### config.mk
export PLATFORM = sky130hd
export DESIGN_NAME = delta_list_timer_queue_flat
export DESIGN_NICKNAME = d
export VERILOG_FILES = /design/src/design/dltq_pkg.sv /design/src/design/dltq_req_if.sv /design/src/design/dltq_rsp_if.sv /design/src/design/delta_list_timer_queue.sv /design/src/design/dltq_cell.sv /design/src/flat_wrapper.sv
export SDC_FILE = /design/constraint.sdc
export NUM_CORES = 2
export LEC_CHECK = 0
export BUFFER_PORTS_ARGS = -buffer_cell sky130_fd_sc_hd__buf_2
export CORE_UTILIZATION = 55
export CTS_CLUSTER_SIZE = 12
export DETAILED_ROUTE_END_ITERATION = 7
export HOLD_SLACK_MARGIN = 0.06
export PLACE_DENSITY = 0.82
export SLEW_MARGIN = 20
export SYNTH_ARGS = -nofsm -noshare
export SYNTH_HDL_FRONTEND = slang
export SYNTH_SLANG_ARGS = --single-unit
### constraint.sdc
create_clock -name clk -period 4.7 [get_ports clk]
set_input_delay 0.235 -clock clk [delete_from_list [all_inputs] [get_ports clk]]
set_output_delay 0.235 -clock clk [all_outputs]
set_load 0.05 [all_outputs]
### src/design/dltq_pkg.sv
// Package for the delta-list timer queue: sizes, result codes and the
// entry and token types shared by the cell chain and the top level.
// No dependencies.
package dltq_pkg;

  localparam int QUEUE_DEPTH = 16;
  localparam int MAX_RESULTS = 16;
  localparam int DELTA_W     = 16;
  localparam int TAG_W       = 16;
  localparam int CNT_W       = $clog2(QUEUE_DEPTH + 1);
  localparam int NREL_W      = $clog2(MAX_RESULTS + 1);

  typedef enum logic [1:0] {
    KIND_ACCEPTED = 2'd0,
    KIND_EXPIRED  = 2'd1,
    KIND_REJECTED = 2'd2
  } kind_t;

  typedef struct packed {
    logic [DELTA_W-1:0] delta;
    logic [TAG_W-1:0]   tag;
  } entry_t;

  // Insert token that walks down the chain. In search mode delta is the
  // remaining delay; in shift mode it carries a displaced entry.
  typedef struct packed {
    logic               valid;
    logic               shift;
    logic [DELTA_W-1:0] delta;
    logic [TAG_W-1:0]   tag;
  } token_t;

endpackage

### src/design/dltq_req_if.sv
// Request channel of the delta-list timer queue: valid/ready plus payload.
// Depends on nothing but the delay and tag widths below.
interface dltq_req_if;
  logic        valid;
  logic        ready;
  logic        operation;
  logic [15:0] delay_ticks;
  logic [15:0] task_tag;

  modport source (output valid, operation, delay_ticks, task_tag, input ready);
  modport sink   (input valid, operation, delay_ticks, task_tag, output ready);
endinterface

### src/design/dltq_rsp_if.sv
// Result channel of the delta-list timer queue: valid/ready plus payload.
// Depends on nothing but the field widths below.
interface dltq_rsp_if;
  logic        valid;
  logic        ready;
  logic [1:0]  kind;
  logic [15:0] released_tag;
  logic        last;

  modport source (output valid, kind, released_tag, last, input ready);
  modport sink   (input valid, kind, released_tag, last, output ready);
endinterface

### src/design/delta_list_timer_queue.sv
// Top level of the delta-list timer queue: cell chain, entry count, expiry
// sequencer and the result register. Depends on dltq_pkg, dltq_cell and the
// dltq_req_if / dltq_rsp_if interfaces.
//
// The queue is a row of QUEUE_DEPTH cells. An insert is answered at once and
// launches a token that walks the chain one cell per clock. The block stays
// busy until the token reaches the first free cell; a full queue is rejected
// without a token. A tick on an empty queue leaves the block idle. Otherwise
// it decrements the head's delta and then releases the expired entries one
// by one, each expiry shifting the whole chain left by one cell. Both wait
// whenever the result register is still held by the sink.
module delta_list_timer_queue
  import dltq_pkg::*;
(
  input  logic clk,
  input  logic rst,
  dltq_req_if.sink   req,
  dltq_rsp_if.source rsp
);

  typedef enum logic [1:0] {
    S_IDLE   = 2'b01,
    S_EXPIRE = 2'b10
  } state_t;

  state_t            state, state_next;
  logic [CNT_W-1:0]  count, count_next;
  logic [NREL_W-1:0] nrel, nrel_next;

  logic              rsp_valid, rsp_valid_next;
  kind_t             rsp_kind, rsp_kind_next;
  logic [TAG_W-1:0]  rsp_tag, rsp_tag_next;
  logic              rsp_last, rsp_last_next;

  token_t                 tok [QUEUE_DEPTH+1];
  entry_t                 ent [QUEUE_DEPTH+1];
  logic [QUEUE_DEPTH-1:0] placed;
  logic [QUEUE_DEPTH:1]   tok_busy;
  logic                   shift_left;
  logic                   dec_head;

  logic accept, full, rsp_free, next_zero, release_now;
  logic [DELTA_W-1:0] want;

  assign full     = (count == CNT_W'(QUEUE_DEPTH));
  assign rsp_free = !rsp_valid || rsp.ready;
  assign accept   = req.valid && req.ready;
  assign want     = (req.delay_ticks == '0) ? DELTA_W'(1) : req.delay_ticks;

  assign req.ready = (state == S_IDLE) && (tok_busy == '0) && rsp_free;

  assign tok[0] = '{valid: accept && req.operation && !full, shift: 1'b0,
                    delta: want, tag: req.task_tag};
  assign ent[QUEUE_DEPTH] = '0;

  assign dec_head = accept && !req.operation && (count != '0);

  genvar i;
  generate
    for (i = 0; i < QUEUE_DEPTH; i++) begin : g_cell
      dltq_cell u_cell (
        .clk        (clk),
        .rst        (rst),
        .occupied   (count > CNT_W'(i)),
        .tok_in     (tok[i]),
        .tok_out    (tok[i+1]),
        .nb_in      (ent[i+1]),
        .shift_left (shift_left),
        .dec        ((i == 0) ? dec_head : 1'b0),
        .ent        (ent[i]),
        .placed     (placed[i])
      );
      assign tok_busy[i+1] = tok[i+1].valid;
    end
  endgenerate

  // The head releases while it is due and the per-tick limit is not reached;
  // the neighbor decides whether this release is the last one.
  assign release_now = (count != '0) && (ent[0].delta == '0) &&
                       (nrel < NREL_W'(MAX_RESULTS));
  assign next_zero   = (count > CNT_W'(1)) && (ent[1].delta == '0) &&
                       ((nrel + NREL_W'(1)) < NREL_W'(MAX_RESULTS));

  always_comb begin
    state_next     = state;
    count_next     = count;
    nrel_next      = nrel;
    shift_left     = 1'b0;
    rsp_valid_next = rsp_valid && !rsp.ready;
    rsp_kind_next  = rsp_kind;
    rsp_tag_next   = rsp_tag;
    rsp_last_next  = rsp_last;

    if (placed != '0) begin
      count_next = count + CNT_W'(1);
    end

    case (state)
      S_IDLE: begin
        if (accept) begin
          if (req.operation) begin
            rsp_valid_next = 1'b1;
            rsp_kind_next  = full ? KIND_REJECTED : KIND_ACCEPTED;
            rsp_tag_next   = req.task_tag;
            rsp_last_next  = 1'b1;
          end else if (count != '0) begin
            nrel_next  = '0;
            state_next = S_EXPIRE;
          end
        end
      end
      S_EXPIRE: begin
        if (rsp_free) begin
          if (release_now) begin
            rsp_valid_next = 1'b1;
            rsp_kind_next  = KIND_EXPIRED;
            rsp_tag_next   = ent[0].tag;
            rsp_last_next  = !next_zero;
            shift_left     = 1'b1;
            count_next     = count - CNT_W'(1);
            nrel_next      = nrel + NREL_W'(1);
            if (!next_zero) begin
              state_next = S_IDLE;
            end
          end else begin
            state_next = S_IDLE;
          end
        end
      end
      default: begin
        state_next = S_IDLE;
      end
    endcase
  end

  always_ff @(posedge clk) begin
    if (rst) begin
      state     <= S_IDLE;
      count     <= '0;
      nrel      <= '0;
      rsp_valid <= 1'b0;
    end else begin
      state     <= state_next;
      count     <= count_next;
      nrel      <= nrel_next;
      rsp_valid <= rsp_valid_next;
    end
  end

  always_ff @(posedge clk) begin
    rsp_kind <= rsp_kind_next;
    rsp_tag  <= rsp_tag_next;
    rsp_last <= rsp_last_next;
  end

  assign rsp.valid        = rsp_valid;
  assign rsp.kind         = rsp_kind;
  assign rsp.released_tag = rsp_tag;
  assign rsp.last         = rsp_last;

endmodule

### src/design/dltq_cell.sv
// One slot of the delta-list chain: holds an entry, processes the insert
// token from its left neighbor and hands a registered token to the right.
// Depends on dltq_pkg.
module dltq_cell
  import dltq_pkg::*;
(
  input  logic   clk,
  input  logic   rst,
  input  logic   occupied,
  input  token_t tok_in,
  output token_t tok_out,
  input  entry_t nb_in,
  input  logic   shift_left,
  input  logic   dec,
  output entry_t ent,
  output logic   placed
);

  entry_t ent_next;
  token_t tok_next;

  always_comb begin
    ent_next = ent;
    tok_next = '0;
    placed   = 1'b0;
    if (shift_left) begin
      ent_next = nb_in;
    end else if (dec) begin
      if (ent.delta != '0) begin
        ent_next.delta = ent.delta - DELTA_W'(1);
      end
    end else if (tok_in.valid) begin
      if (!occupied) begin
        ent_next.delta = tok_in.delta;
        ent_next.tag   = tok_in.tag;
        placed         = 1'b1;
      end else if (tok_in.shift) begin
        ent_next.delta = tok_in.delta;
        ent_next.tag   = tok_in.tag;
        tok_next       = '{valid: 1'b1, shift: 1'b1, delta: ent.delta, tag: ent.tag};
      end else if (ent.delta >= tok_in.delta) begin
        // Ties go ahead of this entry, which keeps the remainder of its delta.
        ent_next.delta = tok_in.delta;
        ent_next.tag   = tok_in.tag;
        tok_next       = '{valid: 1'b1, shift: 1'b1,
                           delta: ent.delta - tok_in.delta, tag: ent.tag};
      end else begin
        tok_next = '{valid: 1'b1, shift: 1'b0,
                     delta: tok_in.delta - ent.delta, tag: tok_in.tag};
      end
    end
  end

  always_ff @(posedge clk) begin
    ent <= ent_next;
  end

  always_ff @(posedge clk) begin
    if (rst) begin
      tok_out <= '0;
    end else begin
      tok_out <= tok_next;
    end
  end

endmodule
### src/flat_wrapper.sv
// flat-port wrapper written by rule: the top's interface ports become plain ports
module delta_list_timer_queue_flat import dltq_pkg::*;
  (clk, rst, req_valid, req_operation, req_delay_ticks, req_task_tag, req_ready, rsp_valid, rsp_kind, rsp_released_tag, rsp_last, rsp_ready);
  dltq_req_if req_i ();
  dltq_rsp_if rsp_i ();
  input  logic clk;
  input  logic rst;
  input wire logic [$bits(req_i.valid)-1:0] req_valid;
  input wire logic [$bits(req_i.operation)-1:0] req_operation;
  input wire logic [$bits(req_i.delay_ticks)-1:0] req_delay_ticks;
  input wire logic [$bits(req_i.task_tag)-1:0] req_task_tag;
  output wire logic [$bits(req_i.ready)-1:0] req_ready;
  output wire logic [$bits(rsp_i.valid)-1:0] rsp_valid;
  output wire logic [$bits(rsp_i.kind)-1:0] rsp_kind;
  output wire logic [$bits(rsp_i.released_tag)-1:0] rsp_released_tag;
  output wire logic [$bits(rsp_i.last)-1:0] rsp_last;
  input wire logic [$bits(rsp_i.ready)-1:0] rsp_ready;
  assign req_i.valid = req_valid;
  assign req_i.operation = req_operation;
  assign req_i.delay_ticks = req_delay_ticks;
  assign req_i.task_tag = req_task_tag;
  assign req_ready = req_i.ready;
  assign rsp_valid = rsp_i.valid;
  assign rsp_kind = rsp_i.kind;
  assign rsp_released_tag = rsp_i.released_tag;
  assign rsp_last = rsp_i.last;
  assign rsp_i.ready = rsp_ready;
  delta_list_timer_queue u_core (.clk(clk), .rst(rst), .req(req_i), .rsp(rsp_i));
endmodule
==> impl_metrics.py <==
metrics = {
    "synthesis": {
        "synth-simple-area-share_pct": 18.8,
        "ys_ff_latch": 1055,
        "ys.flop_type": "dfxtp_1",
        "ys_seq_area_share_pct": 40.6,
        "ys_types": 103,
        "synth_fa_ha_area_share_pct": 10.5,
        "synthesis.nets": 8220,
        "synth_xor_area_share_pct": 2.31,
        "synthArstFlopShare_pct": 0,
        "syn_area_sq_mm": 0.0644,
        "synth_compound_area_share_pct": 17.8,
        "synth_mux_area_share_pct": 3.75,
        "syn_inst": 7661,
        "synth_top_family_by_area": "simple AND/OR/NAND/NOR gates",
        "avgSynthCellArea_sq_um": 8.40,
        "yosys_warnings": 0,
        "synth-edff-count": 499,
    },
    "critical_path": {
        "worstSetupPathType": "register to register",
        "worst_path_largest_cell_delay_ps": 650,
        "cp_slowest_cell": "nand3_1",
        "cp_data_required_time_ps": 5340,
        "endpoint_kind": "register",
        "crit_fanout": 12,
        "cp_cell_sequence": "inv_1, ha_1, or3b_2, nor2_2, nor3_4, nor2_2, nand3_1, buf_4, or4_1, nand3_1",
        "cp.arrival_ps": 4590,
        "startpoint_type": "register",
    },
    "timing": {
        "setup_viol": 0,
        "period_share_pct": 84.1,
        "tightest_slew_ps": 1130,
        "whs_ps": 109,
        "tns_ps": 0,
        "fin_skew_ps": 39.5,
        "slew_headroom_pct": 24.6,
        "fmax_mhz": 253,
        "final.min_clock_period_ps": 3950,
        "drv_slew": 0,
        "rsz0062_at_grt": "no",
        "hold_viol": 0,
    },
    "finish": {
        "final_cell_mix": "nand2_1 (1737), a21oi_1 (622), inv_1 (595), dfxtp_1 (556), edfxtp_1 (499)",
        "multi_input_area_sq_mm": 0.0343,
        "nNetsFinal": 8091,
        "layout-drive-gt1-share_pct": 5.98,
        "final_common_cell": "nand2_1",
        "final_cells": 9155,
        "seqCellArea_sq_mm": 0.0261,
        "n_fill_cell": 9922,
        "syn_to_final_growth_pct": 8.04,
    },
    "global_routing": {
        "grt_max_degree": 209,
        "grt_usage_pct": 29.8,
        "grt_pass1_vias": 52500,
        "grt-ovfl-total": 0,
        "grt_first_pass_wirelength_um": 285000,
        "antenna_found_initial": 3,
    },
    "clocking": {
        "clkSinkCount": 1055,
        "cts_buffers": 111,
        "clockBufferDepth": 3,
        "clk_latency_ps": 720,
        "cts.reportedPaths.clkPinSlew_ps": 60,
        "cts_tree": "built",
        "htreeDepth": 3,
        "cts_root_buf": "clkbuf_16",
        "cts_setup_buffers": 0,
    },
    "die": {
        "pin_count": 58,
        "die_w_um": 344,
        "core_sq_mm": 0.116,
        "die_y_um": 344,
        "initial_utilization_pct": 55.4,
        "die-area_sq_mm": 0.118,
        "rows": 125,
    },
    "routing": {
        "wirelength_um": 181000,
        "routedWlPerCell_um": 19.8,
        "dr.pass1.iters": 6,
        "antenna_violating_nets_post_route": 0,
        "drc": 0,
        "vias": 55400,
        "vias_per_cell": 6.05,
        "drtIter0Drc": 6179,
    },
    "status": {
        "outcome": "finished, final reports clean",
    },
    "min_path": {
        "hp-class": "input port to register",
    },
    "placed_design": {
        "portBuffers": 57,
        "gp_congestion": 0.993,
        "dp.final_hpwl_um": 131000,
        "placedCellCount": 8910,
    },
    "flow_run": {
        "cap_violations": 0,
    },
    "power": {
        "p_per_area_mw_per_mm2": 291,
        "worst_ir_drop_vdd_mv": 0.313,
        "leakage_nw": 30.4,
    },
}
==> critical path: cells and delay by family (launching register included) <==
kind,cells,cell delay (ps)
buffers and inverters,2,590
DFF,1,410
adders and majority gates,1,220
and+or+nand+nor,7,2630
==> routing by layer <==
layer	routed length, um	GRT usage (%)	vias up
met5	13	0	-
met3	14700	4.23	355
li1	-	-	26100
met2	81400	47.3	2406
met4	5890	10.0	2
met1	78800	41.6	26600
==> repair_timing <==
action	in CTS	in global routing
resized for setup	0	0
endpoints found under the hold margin	77	0
hold buffers	33	0
==> worst paths after layout <==
check,from,to,slack (ps),cells past startpoint
max,u_core.count[0],u_core.g_cell[2].u_cell.tok_out[27],750,10
min reg2reg,u_core.g_cell[2].u_cell.tok_out[11],u_core.g_cell[3].u_cell.tok_out[11],440,2
max reg2reg,u_core.count[0],u_core.g_cell[2].u_cell.tok_out[27],750,10
min,req_delay_ticks[0],u_core.g_cell[0].u_cell.tok_out[16],110,4
==> stage by stage <==
| step | util [%] | cell area, sq um | power (W) | setup WS [ps] |
|---|---|---|---|---|
| after floorplan | - | 64400 | 0.0112 | 902 |
| after global placement | 56.5 | 65700 | 0.0117 | 771 |
| after detailed placement | 56.5 | 65700 | 0.0117 | 731 |
| after CTS | 59.9 | 69600 | 0.0203 | 802 |
| after global routing | 59.9 | 69600 | 0.0208 | 502 |
| final | 59.9 | 69600 | 0.0202 | 747 |
==> flip-flops by register name, indices dropped and copies added, names as in the netlist <==
| register | count |
|---|---|
| u_core.g_cell.u_cell.ent | 512 |
| u_core.rsp.last | 1 |
| u_core.count | 5 |
| u_core.state | 2 |
| u_core.g_cell.u_cell.tok_out | 511 |
| u_core.rsp.released_tag | 16 |
| u_core.rsp.valid | 1 |
| u_core.nrel | 5 |
| u_core.rsp.kind | 2 |
==> cell usage after synthesis, types with 38 or more instances <==
| master | number | area (sq um) |
|---|---|---|
| edfxtp_1 | 499 | 15000 |
| xnor2_1 | 96 | 841 |
| inv_1 | 595 | 2230 |
| nand4_1 | 50 | 313 |
| dfxtp_1 | 556 | 11100 |
| mux2_2 | 53 | 597 |
| buf_2 | 48 | 240 |
| o21ai_0 | 483 | 2420 |
| nor2_1 | 372 | 1400 |
| a211oi_1 | 118 | 886 |
| o211ai_1 | 70 | 526 |
| clkbuf_1 | 364 | 1370 |
| mux2i_1 | 180 | 1800 |
| xor2_1 | 74 | 648 |
| nor2b_1 | 69 | 432 |
| o21a_1 | 69 | 518 |
| o21bai_1 | 38 | 285 |
| a21o_1 | 122 | 916 |
| ha_1 | 492 | 6160 |
| nand3_1 | 132 | 661 |
| nand2b_1 | 56 | 350 |
| nand2_1 | 1737 | 6520 |
| a21oi_1 | 622 | 3110 |
| nor3_1 | 118 | 591 |
| a31oi_1 | 47 | 294 |
==> report_power, final <==
| group | internal, W | switching, W | total [W] |
|---|---|---|---|
| Sequential | 0.00976 | 0.000161 | 0.00992 |
| Combinational | 0.000516 | 0.00114 | 0.00166 |
| Clock | 0.00483 | 0.00381 | 0.00864 |
==> cells by family after synthesis <==
group           count (synthesis)
buf+inv                      1038
mux                           234
xor+xnor                      170
flops                        1055
compound gates               1847
fa+ha+maj                     522
simple gates                 2795
==> layout make-up <==
| type | count | area share [%] |
|---|---|---|
| multi-input combinational | 5568 | 49.3 |
| antenna | 2 | 0.00719 |
| sequential | 1055 | 37.5 |
| timing repair buffer | 197 | 2.09 |
| inverter | 599 | 3.23 |
| clock buffer | 171 | 4.55 |
| clock inverter | 39 | 0.550 |
| tap | 1524 | 2.74 |
Note: power is estimated with default switching activity, not from simulation.
